`config.mk`:
```
export PLATFORM = sky130hd
export DESIGN_NAME = mbo_regs
export DESIGN_NICKNAME = d
export VERILOG_FILES = /design/src/hdl/mbo_pkg.sv /design/src/hdl/mbo_regs.sv
export SDC_FILE = /design/constraint.sdc
export NUM_CORES = 1
export LEC_CHECK = 0
export BUFFER_PORTS_ARGS = -buffer_cell sky130_fd_sc_hd__clkbuf_2
export CELL_PAD_IN_SITES_DETAIL_PLACEMENT = 2
export CELL_PAD_IN_SITES_GLOBAL_PLACEMENT = 2
export CORE_MARGIN = 2
export CORE_UTILIZATION = 33
export DETAILED_ROUTE_END_ITERATION = 8
export PLACE_DENSITY = 0.91
export SLEW_MARGIN = 20
export SYNTH_ARGS = -nofsm -noshare
export SYNTH_HDL_FRONTEND = slang
export SYNTH_SLANG_ARGS = --single-unit
export TNS_END_PERCENT = 100
```
`constraint.sdc`:
```
create_clock -name clk -period 2.23 [get_ports clk]
set_input_delay 0.223 -clock clk [delete_from_list [all_inputs] [get_ports clk]]
set_output_delay 0.223 -clock clk [all_outputs]
set_load 0.05 [all_outputs]
```
`src/hdl/mbo_pkg.sv`:
```
// Package for the breakpoint oscillator: sizes, register map, config and
// command types, and the elaboration-time builders of the sine and log/exp tables.
// No dependencies.
`default_nettype none
package mbo_pkg;

  localparam int PHASE_BITS = 32;
  localparam int SINE_DEPTH = 1024;
  localparam int POW_DEPTH  = 1024;
  localparam int POW_HALF   = POW_DEPTH / 2;
  localparam int SINE_AW    = $clog2(SINE_DEPTH);
  localparam int POW_AW     = $clog2(POW_DEPTH);
  localparam int HALF_AW    = POW_AW - 1;
  localparam int CFG_AW     = 5;

  localparam logic [63:0] PI_HALF_Q30 = 64'd1686629713;
  localparam logic [63:0] ONE_Q30     = 64'd1 << 30;

  localparam logic [26:0] BASE_INC_RESET = 27'd9842633;
  localparam logic [15:0] BREAK_RESET    = 16'd32768;
  localparam logic [15:0] EXP_RESET      = 16'd16384;
  localparam logic [16:0] MORPH_RESET    = 17'd65536;

  typedef enum logic [2:0] {
    REG_PITCH_OFFSET = 3'd0,
    REG_BASE_INC     = 3'd1,
    REG_BREAKPOINT   = 3'd2,
    REG_RISE_EXP     = 3'd3,
    REG_FALL_EXP     = 3'd4,
    REG_MORPH        = 3'd5,
    REG_PHASE_OFFSET = 3'd6
  } reg_idx_t;

  typedef struct packed {
    logic signed [14:0] pitch_offset;
    logic [26:0]        base_increment;
    logic [15:0]        breakpoint;
    logic [15:0]        rise_exponent;
    logic [15:0]        fall_exponent;
    logic [16:0]        morph;
    logic [16:0]        phase_offset;
  } cfg_t;

  typedef enum logic [3:0] {
    OP_IDLE, OP_LOAD, OP_PITCH, OP_EXPRD, OP_MUL, OP_PHASE, OP_SPLIT, OP_DIV,
    OP_SINE, OP_BLEND_A, OP_BLEND_B, OP_LOG, OP_LPROD, OP_EXP, OP_POW, OP_OUT
  } dp_op_t;

  typedef struct packed {
    dp_op_t op;
  } cmd_t;

  typedef struct packed {
    logic div_last;
    logic out_full;
  } stat_t;

  typedef logic [15:0] sine_rom_t [SINE_DEPTH];
  typedef logic [15:0] pow_rom_t [POW_DEPTH];

  function automatic logic [15:0] log2_frac(input logic [63:0] m);
    logic [63:0] x;
    logic [15:0] r;
    x = m;
    r = '0;
    for (int i = 15; i >= 0; i--) begin
      x = (x * x) >> 30;
      if (x >= (64'd2 << 30)) begin
        x = x >> 1;
        r[i] = 1'b1;
      end
    end
    return r;
  endfunction

  function automatic sine_rom_t build_sine();
    sine_rom_t   tbl;
    logic [63:0] x;
    logic [63:0] t;
    logic [63:0] s;
    logic [63:0] v;
    for (int i = 0; i < SINE_DEPTH; i++) begin
      x = (PI_HALF_Q30 * 64'(i)) / SINE_DEPTH;
      t = x;
      s = x;
      for (int n = 1; n <= 8; n++) begin
        t = ((((t * x) >> 30) * x) >> 30) / 64'((2 * n) * (2 * n + 1));
        if ((n & 1) == 1) s = s - t;
        else s = s + t;
      end
      v = (s + 64'd8192) >> 14;
      tbl[i] = (v > 64'd65535) ? 16'hFFFF : v[15:0];
    end
    return tbl;
  endfunction

  function automatic pow_rom_t build_pow();
    pow_rom_t    tbl;
    logic [31:0] target;
    logic [31:0] lo;
    logic [31:0] hi;
    logic [31:0] mid;
    for (int k = 0; k < POW_HALF; k++) begin
      tbl[k] = log2_frac(ONE_Q30 + ((64'(k) << 30) / POW_HALF));
      target = 32'((64'(k) << 16) / POW_HALF);
      lo = '0;
      hi = 32'd65535;
      while (lo < hi) begin
        mid = (lo + hi + 32'd1) >> 1;
        if (32'(log2_frac(ONE_Q30 + (64'(mid) << 14))) <= target) lo = mid;
        else hi = mid - 32'd1;
      end
      tbl[POW_HALF + k] = lo[15:0];
    end
    return tbl;
  endfunction

endpackage
`default_nettype wire

```
`src/hdl/mbo_regs.sv`:
```
// APB-style configuration register file.
// Depends on mbo_pkg.
`default_nettype none
module mbo_regs
  import mbo_pkg::*;
(
  input  wire logic              clk,
  input  wire logic              rst,
  input  wire logic              psel,
  input  wire logic              penable,
  input  wire logic              pwrite,
  input  wire logic [CFG_AW-1:0] paddr,
  input  wire logic [31:0]       pwdata,
  output logic [31:0]            prdata,
  output logic                   pready,
  output cfg_t                   cfg
);

  reg_idx_t idx;
  logic     wr;

  assign idx    = reg_idx_t'(paddr[CFG_AW-1:2]);
  assign wr     = psel && penable && pwrite;
  assign pready = 1'b1;

  always_ff @(posedge clk) begin
    if (rst) begin
      cfg.pitch_offset   <= '0;
      cfg.base_increment <= BASE_INC_RESET;
      cfg.breakpoint     <= BREAK_RESET;
      cfg.rise_exponent  <= EXP_RESET;
      cfg.fall_exponent  <= EXP_RESET;
      cfg.morph          <= MORPH_RESET;
      cfg.phase_offset   <= '0;
    end else if (wr) begin
      unique case (idx)
        REG_PITCH_OFFSET: cfg.pitch_offset   <= pwdata[14:0];
        REG_BASE_INC:     cfg.base_increment <= pwdata[26:0];
        REG_BREAKPOINT:   cfg.breakpoint     <= pwdata[15:0];
        REG_RISE_EXP:     cfg.rise_exponent  <= pwdata[15:0];
        REG_FALL_EXP:     cfg.fall_exponent  <= pwdata[15:0];
        REG_MORPH:        cfg.morph          <= pwdata[16:0];
        REG_PHASE_OFFSET: cfg.phase_offset   <= pwdata[16:0];
        default: ;
      endcase
    end
  end

  always_comb begin
    unique case (idx)
      REG_PITCH_OFFSET: prdata = {17'd0, cfg.pitch_offset};
      REG_BASE_INC:     prdata = {5'd0, cfg.base_increment};
      REG_BREAKPOINT:   prdata = {16'd0, cfg.breakpoint};
      REG_RISE_EXP:     prdata = {16'd0, cfg.rise_exponent};
      REG_FALL_EXP:     prdata = {16'd0, cfg.fall_exponent};
      REG_MORPH:        prdata = {15'd0, cfg.morph};
      REG_PHASE_OFFSET: prdata = {15'd0, cfg.phase_offset};
      default:          prdata = '0;
    endcase
  end

endmodule
`default_nettype wire

```
==> summary.txt <==
Run status
  – Status: finished clean

Layout
  – Layout cell share with drive strength beyond 1: 0.347
  – Biggest register: cfg
  – Final cell count without fillers: 994
  – N_diodes: 0
  – Finished Core Util: 0.450
  – Top flop regs: cfg x124
  – Most common cell after layout, fill and taps aside: clkbuf_2
  – Post-layout net count: 800
  – Area Overhead vs Synth: 32.6%
  – Most frequent cells in the layout: clkbuf_2, mux2i_1, dfxtp_1
  – Max reg flops: between 100 and 150

Timing
  – Final Cycle Share: 0.900
  – Final Critical Period: roughly 2 ns
  – Pins Over Slew Limit: 0
  – Final setup fails: 0
  – Final hold viol count: 0
  – Final Hold Slack: ~0.05 ns
  – Worst slew pin tran: slightly above 0.7 ns
  – Setup ws final: between 0.2 and 0.25 ns
  – RSZ-0062 raised after global routing: no
  – Clock skew: 0 ns
  – Sum Neg Setup Slack: 0 ns
  – Relative max-transition margin: 0.524
  – Fmax: 498 MHz

Die
  – Core ar.: ~17000 µm²
  – Row count: 48
  – Starting Density: 0.339
  – Die width: ~140 µm
  – Die area: 19000 µm²
  – Die span in y: 138 µm
  – IO Count: 199

Drt
  – Detailed Route WL: roughly 23000 µm
  – Vias per inst: 5.28
  – 1st-iter DRT viols: 221
  – 1st-pass router iterations: 4
  – DR DRC count: 0
  – Via count: between 5000 and 6000
  – DRT antenna net count: 0
  – Routed len/inst: 23.6 µm

Clocking
  – TritonCTS Sinks: 124
  – Root Buffer: clkbuf_16
  – # Post-CTS Setup Buffers: 0
  – Post-CTS Hold Fix Bufs: 0
  – CTS Buffer Depth: 2
  – H-tree levels: 4
  – Clock slew at reported path FFs: around 0.06 ns
  – CTS tree: yes
  – Post-CTS Resized: 0
  – TritonCTS Buffers: 17
  – Clk_lat worst skew: about 0.42 ns

Synth
  – Distinct cells, synth: 31
  – Number of synthesized register bits: between 100 and 150
  – Yosys top cell area share: 0.420
  – Seq/Total Area, Yosys: 0.420
  – Area of the mapped netlist: slightly below 6000 µm²
  – Ys Warns: 0
  – Post-synth top area cell: dfxtp_1
  – Synthesized instance count: approximately 580
  – Area contributors post-synth: dfxtp_1, mux2i_1, nand2b_1, mux2_2, a22oi_1
  – Mean Syn Cell Area: 10.2 µm²

Pwr
  – Max VDD drop: 0.558 mV
  – Lkg Pwr: 3.80 nW
  – PwrDens: around 720 nW/µm²

Placement
  – Detailed Place HPWL: roughly 16000 µm
  – Cells after DPL: around 960
  – Worst slack, placed: roughly 0.24 ns
  – Final GP Congestion: roughly 0.83
  – Buffers on Ports: 185

Setup path
  – CP dominant cell by count: buf_12
  – Worst setup path startpoint: paddr[3]
  – Worst path slowest cell: and2_0
  – Critical Path Start Type: input pin
  – Buf/Inv on CP: 3
  – CP max stage delay: between 0.6 and 0.7 ns
  – Critical-path cell list: clkbuf_2 -> and2_0 -> buf_12 -> a32oi_1 -> o211ai_1 -> buf_12
  – Family with the most delay on the worst path: simple AND/OR/NAND/NOR gates
  – Worst R2R Start: cfg[110]
  – Signal arrival time at the worst endpoint: approximately 1.8 ns
  – Critical Path Sink Type: output port
  – Crit-path max FO: 8
  – Setup CP Type: in -> out
  – Worst EP required: 2.01 ns

GRT
  – GR Util All Layers: 0.250
  – Total gr overflow: 0
  – Pin count of the biggest net entering global routing: 158
  – Via count of the first global-routing pass: 5799
  – Antenna violations before repair: 0
  – First-pass GRT wire length: 34900 µm

Hold path
  – Class of the worst hold path: in -> reg
  – Hold_sp: pwdata[24]

Job
  – Max Cap Viol: 0
==> metrics by stage <==
step | instance area [µm²] | total power [W]
2_1_floorplan | 5960 | 0.00266
3_3_place_gp | 7240 | 0.00282
3_5_place_dp | 7240 | 0.00285
4_1_cts | 7840 | 0.00572
5_1_grt | 7840 | 0.00585
6_report | 7840 | 0.00568
==> layout make-up <==
class,count,area (µm²)
Multi-Input combinational cell,407,3180
Fill cell,1847,9580
Clock buffer,23,488
Timing Repair Buffer,206,1290
Inverter,2,7.51
Sequential cell,124,2480
Tap cell,225,282
Clock inverter,7,113
==> synth_stat cells, drive strengths merged <==
library cell / count
nand3: 7
mux2i: 127
nor3b: 2
o211ai: 11
nor2b: 3
nor3: 1
buf: 31
dfxtp: 124
and4b: 1
clkbuf: 22
conb: 2
nand4: 1
nor2: 35
mux2: 17
a21oi: 7
and4: 1
o31ai: 6
and2: 12
nand2b: 118
o311ai: 1
o32ai: 1
a32oi: 11
a221oi: 8
and3b: 1
a22oi: 22
nand2: 8
inv: 2
==> power by group <==
| part | leakage [nW] | total (W) | internal (W) | switching (W) |
|---|---|---|---|---|
| Clock | 0.295 | 0.00287 | 0.00186 | 0.00102 |
| Combinational | 2.51 | 0.000558 | 0.000178 | 0.000380 |
| Sequential | 1.00 | 0.00225 | 0.00223 | 0.0000155 |
| Total | 3.80 | 0.00568 | 0.00427 | 0.00141 |
==> routing by layer <==
layer,share of wire,vias up,track usage
met2,0.52,191,0.452
li1,-,2376,-
met5,0,-,0
met3,0.055,35,0.0603
met1,0.41,2645,0.286
met4,0.021,0,0.0856
==> cells by family (layout without fill, tap and decap cells) <==
family | count (synthesis) | in the layout | synth area share
AND/OR/NAND/NOR | 190 | 190 | 0.191
multiplexers | 144 | 144 | 0.247
flip-flops | 124 | 124 | 0.420
AO/OA/AOI/OAI | 67 | 67 | 0.0866
buffers and inverters | 55 | 238 | 0.0535
other | 2 | 6 | 0.00127
==> final timing paths <==
kind / cells past startpoint / slack [ns] / to
worst max-delay path: 6 / 0.22 / prdata[8]
worst min-delay path: 3 / 0.05 / cfg[106]
worst max register to register: 2 / 1.46 / cfg[110]
worst min register to register: 2 / 0.49 / cfg[107]
==> worst min-delay path: cells and delay by family <==
family,cells,cell delay (ns)
AO/OA/AOI/OAI,1,0.06
AND/OR/NAND/NOR,1,0.05
buffers and inverters,1,0.08
No activity file was read; power rests on OpenSTA's default activity.
