===== src/hdl/mbo_pkg.sv =====
// Package for the breakpoint oscillator: sizes, register map, config and
// command types, and the elaboration-time builders of the sine and log/exp tables.
// No dependencies.
`default_nettype none
package mbo_pkg;

  localparam int PHASE_BITS = 32;
  localparam int SINE_DEPTH = 1024;
  localparam int POW_DEPTH  = 1024;
  localparam int POW_HALF   = POW_DEPTH / 2;
  localparam int SINE_AW    = $clog2(SINE_DEPTH);
  localparam int POW_AW     = $clog2(POW_DEPTH);
  localparam int HALF_AW    = POW_AW - 1;
  localparam int CFG_AW     = 5;

  localparam logic [63:0] PI_HALF_Q30 = 64'd1686629713;
  localparam logic [63:0] ONE_Q30     = 64'd1 << 30;

  localparam logic [26:0] BASE_INC_RESET = 27'd9842633;
  localparam logic [15:0] BREAK_RESET    = 16'd32768;
  localparam logic [15:0] EXP_RESET      = 16'd16384;
  localparam logic [16:0] MORPH_RESET    = 17'd65536;

  typedef enum logic [2:0] {
    REG_PITCH_OFFSET = 3'd0,
    REG_BASE_INC     = 3'd1,
    REG_BREAKPOINT   = 3'd2,
    REG_RISE_EXP     = 3'd3,
    REG_FALL_EXP     = 3'd4,
    REG_MORPH        = 3'd5,
    REG_PHASE_OFFSET = 3'd6
  } reg_idx_t;

  typedef struct packed {
    logic signed [14:0] pitch_offset;
    logic [26:0]        base_increment;
    logic [15:0]        breakpoint;
    logic [15:0]        rise_exponent;
    logic [15:0]        fall_exponent;
    logic [16:0]        morph;
    logic [16:0]        phase_offset;
  } cfg_t;

  typedef enum logic [3:0] {
    OP_IDLE, OP_LOAD, OP_PITCH, OP_EXPRD, OP_MUL, OP_PHASE, OP_SPLIT, OP_DIV,
    OP_SINE, OP_BLEND_A, OP_BLEND_B, OP_LOG, OP_LPROD, OP_EXP, OP_POW, OP_OUT
  } dp_op_t;

  typedef struct packed {
    dp_op_t op;
  } cmd_t;

  typedef struct packed {
    logic div_last;
    logic out_full;
  } stat_t;

  typedef logic [15:0] sine_rom_t [SINE_DEPTH];
  typedef logic [15:0] pow_rom_t [POW_DEPTH];

  function automatic logic [15:0] log2_frac(input logic [63:0] m);
    logic [63:0] x;
    logic [15:0] r;
    x = m;
    r = '0;
    for (int i = 15; i >= 0; i--) begin
      x = (x * x) >> 30;
      if (x >= (64'd2 << 30)) begin
        x = x >> 1;
        r[i] = 1'b1;
      end
    end
    return r;
  endfunction

  function automatic sine_rom_t build_sine();
    sine_rom_t   tbl;
    logic [63:0] x;
    logic [63:0] t;
    logic [63:0] s;
    logic [63:0] v;
    for (int i = 0; i < SINE_DEPTH; i++) begin
      x = (PI_HALF_Q30 * 64'(i)) / SINE_DEPTH;
      t = x;
      s = x;
      for (int n = 1; n <= 8; n++) begin
        t = ((((t * x) >> 30) * x) >> 30) / 64'((2 * n) * (2 * n + 1));
        if ((n & 1) == 1) s = s - t;
        else s = s + t;
      end
      v = (s + 64'd8192) >> 14;
      tbl[i] = (v > 64'd65535) ? 16'hFFFF : v[15:0];
    end
    return tbl;
  endfunction

  function automatic pow_rom_t build_pow();
    pow_rom_t    tbl;
    logic [31:0] target;
    logic [31:0] lo;
    logic [31:0] hi;
    logic [31:0] mid;
    for (int k = 0; k < POW_HALF; k++) begin
      tbl[k] = log2_frac(ONE_Q30 + ((64'(k) << 30) / POW_HALF));
      target = 32'((64'(k) << 16) / POW_HALF);
      lo = '0;
      hi = 32'd65535;
      while (lo < hi) begin
        mid = (lo + hi + 32'd1) >> 1;
        if (32'(log2_frac(ONE_Q30 + (64'(mid) << 14))) <= target) lo = mid;
        else hi = mid - 32'd1;
      end
      tbl[POW_HALF + k] = lo[15:0];
    end
    return tbl;
  endfunction

endpackage
`default_nettype wire


===== src/hdl/mbo_ctrl.sv =====
// Sequencer: walks one item through the datapath steps, one step a cycle;
// the divide step repeats, a full output stalls. Depends on mbo_pkg.
`default_nettype none
module mbo_ctrl
  import mbo_pkg::*;
(
  input  wire logic  clk,
  input  wire logic  rst,
  input  wire logic  in_valid,
  output logic       in_ready,
  input  wire stat_t stat,
  output cmd_t       cmd
);

  typedef enum logic [3:0] {
    S_IDLE, S_PITCH, S_EXPRD, S_MUL, S_PHASE, S_SPLIT, S_DIV, S_SINE,
    S_BLEND_A, S_BLEND_B, S_LOG, S_LPROD, S_EXP, S_POW, S_OUT
  } state_t;

  state_t state;
  state_t state_next;

  always_ff @(posedge clk) begin
    if (rst) state <= S_IDLE;
    else state <= state_next;
  end

  assign in_ready = (state == S_IDLE);

  always_comb begin
    state_next = state;
    cmd.op     = OP_IDLE;
    unique case (state)
      S_IDLE: begin
        if (in_valid) begin
          cmd.op     = OP_LOAD;
          state_next = S_PITCH;
        end
      end
      S_PITCH:   begin cmd.op = OP_PITCH;   state_next = S_EXPRD;   end
      S_EXPRD:   begin cmd.op = OP_EXPRD;   state_next = S_MUL;     end
      S_MUL:     begin cmd.op = OP_MUL;     state_next = S_PHASE;   end
      S_PHASE:   begin cmd.op = OP_PHASE;   state_next = S_SPLIT;   end
      S_SPLIT:   begin cmd.op = OP_SPLIT;   state_next = S_DIV;     end
      S_DIV: begin
        cmd.op = OP_DIV;
        if (stat.div_last) state_next = S_SINE;
      end
      S_SINE:    begin cmd.op = OP_SINE;    state_next = S_BLEND_A; end
      S_BLEND_A: begin cmd.op = OP_BLEND_A; state_next = S_BLEND_B; end
      S_BLEND_B: begin cmd.op = OP_BLEND_B; state_next = S_LOG;     end
      S_LOG:     begin cmd.op = OP_LOG;     state_next = S_LPROD;   end
      S_LPROD:   begin cmd.op = OP_LPROD;   state_next = S_EXP;     end
      S_EXP:     begin cmd.op = OP_EXP;     state_next = S_POW;     end
      S_POW:     begin cmd.op = OP_POW;     state_next = S_OUT;     end
      S_OUT: begin
        if (!stat.out_full) begin
          cmd.op     = OP_OUT;
          state_next = S_IDLE;
        end
      end
      default: state_next = S_IDLE;
    endcase
  end

endmodule
`default_nettype wire


===== config.mk =====
export PLATFORM = sky130hd
export DESIGN_NAME = mbo_ctrl
export DESIGN_NICKNAME = d
export VERILOG_FILES = /design/src/hdl/mbo_pkg.sv /design/src/hdl/mbo_ctrl.sv
export SDC_FILE = /design/constraint.sdc
export NUM_CORES = 1
export LEC_CHECK = 0
export BUFFER_PORTS_ARGS = -buffer_cell sky130_fd_sc_hd__buf_2
export CAP_MARGIN = 20
export CORE_AREA = 2 2 39 41
export DETAILED_ROUTE_END_ITERATION = 16
export DIE_AREA = 0 0 41 43
export PLACE_DENSITY_LB_ADDON = 0.12
export SLEW_MARGIN = 20
export SYNTH_ARGS = -nofsm -noshare
export SYNTH_HDL_FRONTEND = slang
export SYNTH_SLANG_ARGS = --single-unit

===== constraint.sdc =====
create_clock -name clk -period 1.38 [get_ports clk]
set_input_delay 0.276 -clock clk [delete_from_list [all_inputs] [get_ports clk]]
set_output_delay 0.276 -clock clk [all_outputs]
set_load 0.01 [all_outputs]

==> flow_metrics.py, run 1 <==
metrics = {
    "timing": {
        "hold_viol_final": 0,
        "finalMaxSlewViolations": 0,
        "max_slew.worst_pin.slew_ns": 0.195,
        "slew_headroom": 0.869,
        "setup_slack_ns": -0.0981,
        "whs_ns": 0.258,
        "fmax_mhz": 677,
        "clock_skew_ns": 0.00362,
        "timing.final.crit_period_ns": 1.48,
        "finalCritPeriodShare": 1.07,
        "finalSetupViolations": 1,
        "rsz0062_at_grt": "yes",
        "fin_setup_tns_ns": -0.0981,
    },
    "synthesis": {
        "synth_cells": 41,
        "netlist_area_um2": 315,
        "ys_ff_latch": 4,
        "synth_compound_area_frac": 0.317,
        "syn_avg_cell_area_um2": 7.69,
        "syn-num-nets": 46,
        "synth-simple-area-share": 0.290,
        "synth.mux.area_fraction": 0,
        "yosysWarnings": 0,
        "synthXorXnorAreaFrac": 0,
        "synth_top_family_by_area": "compound AO/OA/AOI/OAI gates",
        "synth_fa_ha_area_frac": 0,
        "synth_cell_types": 19,
        "yosysSeqAreaShare": 0.254,
    },
    "die": {
        "dieArea_mm2": 0.00176,
        "die_h_um": 43,
        "start_util": 0.228,
        "io_pins": 10,
        "std_cell_rows": 14,
        "coreArea_mm2": 0.00138,
        "die_w_um": 41,
    },
    "power": {
        "power.leakage_uw": 0.000205,
        "vdd_drop_max_v": 0.000335,
        "powerDensity_mw_per_mm2": 1050,
        "power_uw": 473,
    },
    "grt": {
        "grt_max_degree": 14,
        "grt_first_pass_wirelength_mm": 1.16,
        "antenna_found_initial": 0,
        "overflow": 0,
        "grt_pass1_vias": 310,
        "grt_usage": 0.104,
    },
    "worst_setup_path": {
        "cp-start-kind": "flop",
        "crit_path_end_kind": "output pin",
        "worstPathArrival_ns": 1.20,
        "worstPathMaxFanout": 2,
        "path_class": "flop to output pin",
        "crit_required_ns": 1.10,
    },
    "layout": {
        "syn2layout_area_growth_pct": 42.9,
        "postLayoutCellArea_um2": 450,
        "largest_reg_flops": 4,
        "n_fill_cell": 159,
        "drive_gt1_frac": 0.579,
        "antennaDiodeCount": 0,
        "fin_nets": 64,
        "regMostFlops": "state",
        "reg_top3": "state (4)",
    },
    "routing": {
        "drc": 0,
        "detail_route.first_pass.iterations": 3,
        "post_drt_wl_per_cell_um": 10.3,
        "wirelength_um": 755,
        "drtIter0Drc": 3,
        "postRouteAntennaNets": 0,
        "viasPerCell": 4.73,
        "num_vias": 345,
    },
    "place": {
        "postPlaceCellArea_um2": 374,
        "gp_congestion": 0.695,
        "io_buffers": 9,
        "hpwl_um": 584,
    },
    "clocking": {
        "clockRootBuffer": "clkbuf_4",
        "clkTransAtPathRegs_ns": 0.03,
        "ctsHtreeMaxLevel": 1,
        "numCtsBuffers": 3,
        "cts_tree": "done",
        "clk_latency_ns": 0.23,
        "ctsLongestPathBuffers": 2,
        "cts_sinks": 4,
    },
    "run": {
        "max-cap-violations": 0,
    },
    "status": {
        "status": "complete, but fails checks",
        "violations": "negative setup slack",
    },
    "worst_hold_path": {
        "min_path_type": "primary input to flop",
    },
}
==> final timing paths <==
check | slack, ns | cells after the start | end | start
worst max-delay path | -0.1 | 3 | cmd[0] | state[1]
worst min-delay path | 0.26 | 2 | state[1] | rst
worst max register to register | 0.12 | 5 | state[1] | state[1]
worst min register to register | 0.54 | 2 | state[3] | state[3]
==> cell type report <==
class / instances / area (um2) / share of cell area
multi-input cells: 32 / 205 / 0.456
repair buffers: 16 / 105 / 0.233
flip-flops and latches: 4 / 87.6 / 0.194
clock buffers: 3 / 22.5 / 0.0500
well taps: 16 / 20.0 / 0.0444
inverters: 2 / 10.0 / 0.0222
==> cells by family (layout without fill, tap and decap cells) <==
family / after synthesis / after routing
compound gates: 15 / 15
simple gates: 17 / 17
flops: 4 / 4
buf+inv: 5 / 21
==> metrics by stage <==
step                      setup slack, ns  cells   util
final                             -0.0981     73  0.325
after global routing               -0.134     73  0.325
after CTS                          -0.107     72  0.302
after detailed placement           0.0820     67  0.270
after global placement             0.0894     67  0.270
after floorplan                     0.118     41      -
==> synthesized netlist by cell type (all sizes together) <==
| master | n | area (um2) |
|---|---|---|
| nand2 | 7 | 28.8 |
| a21oi | 4 | 20.0 |
| nor3 | 1 | 10.0 |
| nand4b | 1 | 8.76 |
| nand3b | 1 | 7.51 |
| o21a | 1 | 7.51 |
| a41oi | 1 | 8.76 |
| o211a | 1 | 10.0 |
| buf | 2 | 22.5 |
| clkbuf | 1 | 13.8 |
| dfxtp | 4 | 80.1 |
| or3 | 1 | 11.3 |
| inv | 2 | 7.51 |
| a311oi | 1 | 15.0 |
| o21ai | 7 | 38.8 |
| nor2 | 5 | 18.8 |
| nor4 | 1 | 6.26 |
==> cell usage in the layout, fill, tap and decap left out <==
| master | n |
|---|---|
| nor3_2 | 1 |
| clkbuf_4 | 3 |
| a21oi_1 | 4 |
| inv_1 | 1 |
| dfxtp_2 | 3 |
| nand3b_1 | 1 |
| o21ai_2 | 1 |
| inv_4 | 1 |
| nor4_2 | 1 |
| nor2_1 | 4 |
| a311oi_2 | 1 |
| dfxtp_4 | 1 |
| nor2_2 | 1 |
| buf_4 | 5 |
| nand2_2 | 3 |
| nand4b_1 | 1 |
| a41oi_1 | 1 |
| o21ai_1 | 3 |
| o21a_1 | 1 |
| or3_4 | 1 |
| buf_6 | 2 |
| o211a_1 | 1 |
| o21ai_0 | 3 |
| nand2_1 | 4 |
| buf_2 | 9 |
==> what timing repair did <==
item                                    4_1_cts  5_1_grt
endpoints found under the setup margin        5        5
buffers inserted                              2        1
hold buffers                                  0        0
cloned                                        0        0
resized for setup                             8        8
pin swaps                                     2        4
==> critical path, stage by stage (launching register included) <==
cell,delay (ns)
dfxtp_2,0.31
or3_4,0.36
o21a_1,0.18
buf_2,0.13
==> report_power, final <==
part	internal [uW]	switching [uW]	total, uW
clock	97.2	46.3	143
sequential	131	20.2	151
combinational	91.8	87.3	179
==> layer usage <==
metal	global-route usage	vias up	wire length, um
li1	-	180	-
met1	0.119	156	321
met2	0.141	7	388
met3	0.0314	2	38
met4	0.100	0	7
met5	0	-	0
Note: power is estimated with default switching activity, not from simulation.
==> run 2, diff against run 1 <==
- MAX_ROUTING_LAYER: unset -> met4
==> run 2 against run 1 <==
  * The run still ends with negative setup slack left
  * Fmax hardly changed
  * Sequential power barely moved
  * Clock-buffer cell count unchanged
  * Worst hold slack hardly changed
  * Non-clock buffer count unchanged
  * Total power about the same
  * First-iteration DRC count stayed put
  * Worst setup slack hardly changed
  * Register-to-register slack about the same
  * Clock power barely moved
  * Wire length unchanged
  * Final area unchanged
  * Critical path type unchanged
  * Critical endpoint unchanged
==> flow_metrics.py, run 2 (synthesis gave the netlist of run 1 again) <==
metrics = {
    "status": {
        "status": "complete, but fails checks",
        "violations": "negative setup slack",
    },
    "routing": {
        "viasPerCell": 4.73,
        "drtIter0Drc": 3,
        "drc": 0,
        "detail_route.first_pass.iterations": 3,
        "wirelength_um": 755,
        "post_drt_wl_per_cell_um": 10.3,
        "postRouteAntennaNets": 0,
        "num_vias": 345,
    },
    "clocking": {
        "cts_sinks": 4,
        "cts_tree": "done",
        "clk_latency_ns": 0.23,
        "ctsHtreeMaxLevel": 1,
        "ctsLongestPathBuffers": 2,
        "clkTransAtPathRegs_ns": 0.03,
        "numCtsBuffers": 3,
        "clockRootBuffer": "clkbuf_4",
    },
    "die": {
        "die_h_um": 43,
        "die_w_um": 41,
        "dieArea_mm2": 0.00176,
        "std_cell_rows": 14,
        "coreArea_mm2": 0.00138,
        "io_pins": 10,
        "start_util": 0.228,
    },
    "power": {
        "vdd_drop_max_v": 0.000335,
        "powerDensity_mw_per_mm2": 1050,
        "power.leakage_uw": 0.000205,
        "power_uw": 473,
    },
    "grt": {
        "antenna_found_initial": 0,
        "grt_max_degree": 14,
        "grt_usage": 0.106,
        "grt_first_pass_wirelength_mm": 1.15,
        "overflow": 0,
        "grt_pass1_vias": 310,
    },
    "worst_setup_path": {
        "cp-start-kind": "flop",
        "path_class": "flop to output pin",
        "path_cells": "or3_4 > o21a_1 > buf_2",
        "crit_required_ns": 1.10,
        "worstPathMaxFanout": 2,
        "crit_path_end_kind": "output pin",
        "crit_slowest_cell": "or3_4",
        "critPathMaxStageDelay_ns": 0.36,
        "worstPathArrival_ns": 1.20,
    },
    "worst_hold_path": {
        "min_path_type": "primary input to flop",
    },
    "layout": {
        "n_fill_cell": 159,
        "regMostFlops": "state",
        "final_cells": 73,
        "layout_common_cells": "buf_2, buf_4, nor2_1, nand2_1, a21oi_1",
        "post-route-util": 0.325,
        "drive_gt1_frac": 0.579,
        "largest_reg_flops": 4,
        "syn2layout_area_growth_pct": 42.9,
        "antennaDiodeCount": 0,
        "fin_nets": 64,
        "layout_commonest_cell": "buf_2",
        "reg_top3": "state (4)",
    },
    "place": {
        "gp_congestion": 0.703,
        "hpwl_um": 584,
        "io_buffers": 9,
        "pre_cts_slack_ns": 0.0820,
        "place_inst": 67,
    },
    "timing": {
        "finalCritPeriodShare": 1.07,
        "finalMaxSlewViolations": 0,
        "hold_viol_final": 0,
        "clock_skew_ns": 0.00364,
        "rsz0062_at_grt": "yes",
        "fmax_mhz": 677,
        "finalSetupViolations": 1,
        "max_slew.worst_pin.slew_ns": 0.195,
        "slew_headroom": 0.869,
        "setup_slack_ns": -0.0981,
        "timing.final.crit_period_ns": 1.48,
    },
    "run": {
        "max-cap-violations": 0,
    },
}
[run 2: cell counts in the layout (fill, tap and decap cells not counted)]
No cell type changed its count.
[run 2: metal layers]
layer  share of wire  global-route usage
met5               0                   -
met4           0.012               0.100
met3           0.050              0.0314
met2            0.51               0.141
met1            0.43               0.119
[run 2: final timing paths]
path / startpoint / end / slack, ns / depth (start not counted)
worst max-delay path: state[1] / cmd[0] / -0.1 / 3
worst min register to register: state[3] / state[3] / 0.54 / 2
worst min-delay path: rst / state[1] / 0.26 / 2
worst max register to register: state[1] / state[1] / 0.12 / 5
[run 2: worst max-delay path, delay by kind of cell, from the launching register on]
kind	cells	cell delay, ns
simple gates	1	0.36
flops	1	0.31
compound gates	1	0.18
buf+inv	1	0.13
[run 2: through the flow]
stage	TNS, ns	hold slack, ns	cell area (um2)
after global routing	-0.263	0.269	450
final	-0.0981	0.258	450
after floorplan	0	0.344	315
after CTS	-0.114	0.248	418
after detailed placement	0	0.503	374
after global placement	0	0.514	374
[run 2: final cells by class]
type / count / area [um2] / share of cell area
sequential: 4 / 87.6 / 0.194
timing repair buffer: 16 / 105 / 0.233
tap: 16 / 20.0 / 0.0444
clock buffer: 3 / 22.5 / 0.0500
inverter: 2 / 10.0 / 0.0222
multi-input combinational: 32 / 205 / 0.456
[run 2: power by group]
part / leakage [uW] / total (uW) / internal [uW] / switching [uW]
clock network: 0.0000138 / 143 / 97.2 / 46.3
registers: 0.0000347 / 151 / 131 / 20.2
logic: 0.000157 / 179 / 91.8 / 87.3
[run 2: what timing repair did]
action                     in CTS  in global routing
setup endpoints to repair       5                  5
pin swaps                       2                  4
gates resized for setup         8                  8
buffers inserted                2                  1
hold buffers                    0                  0
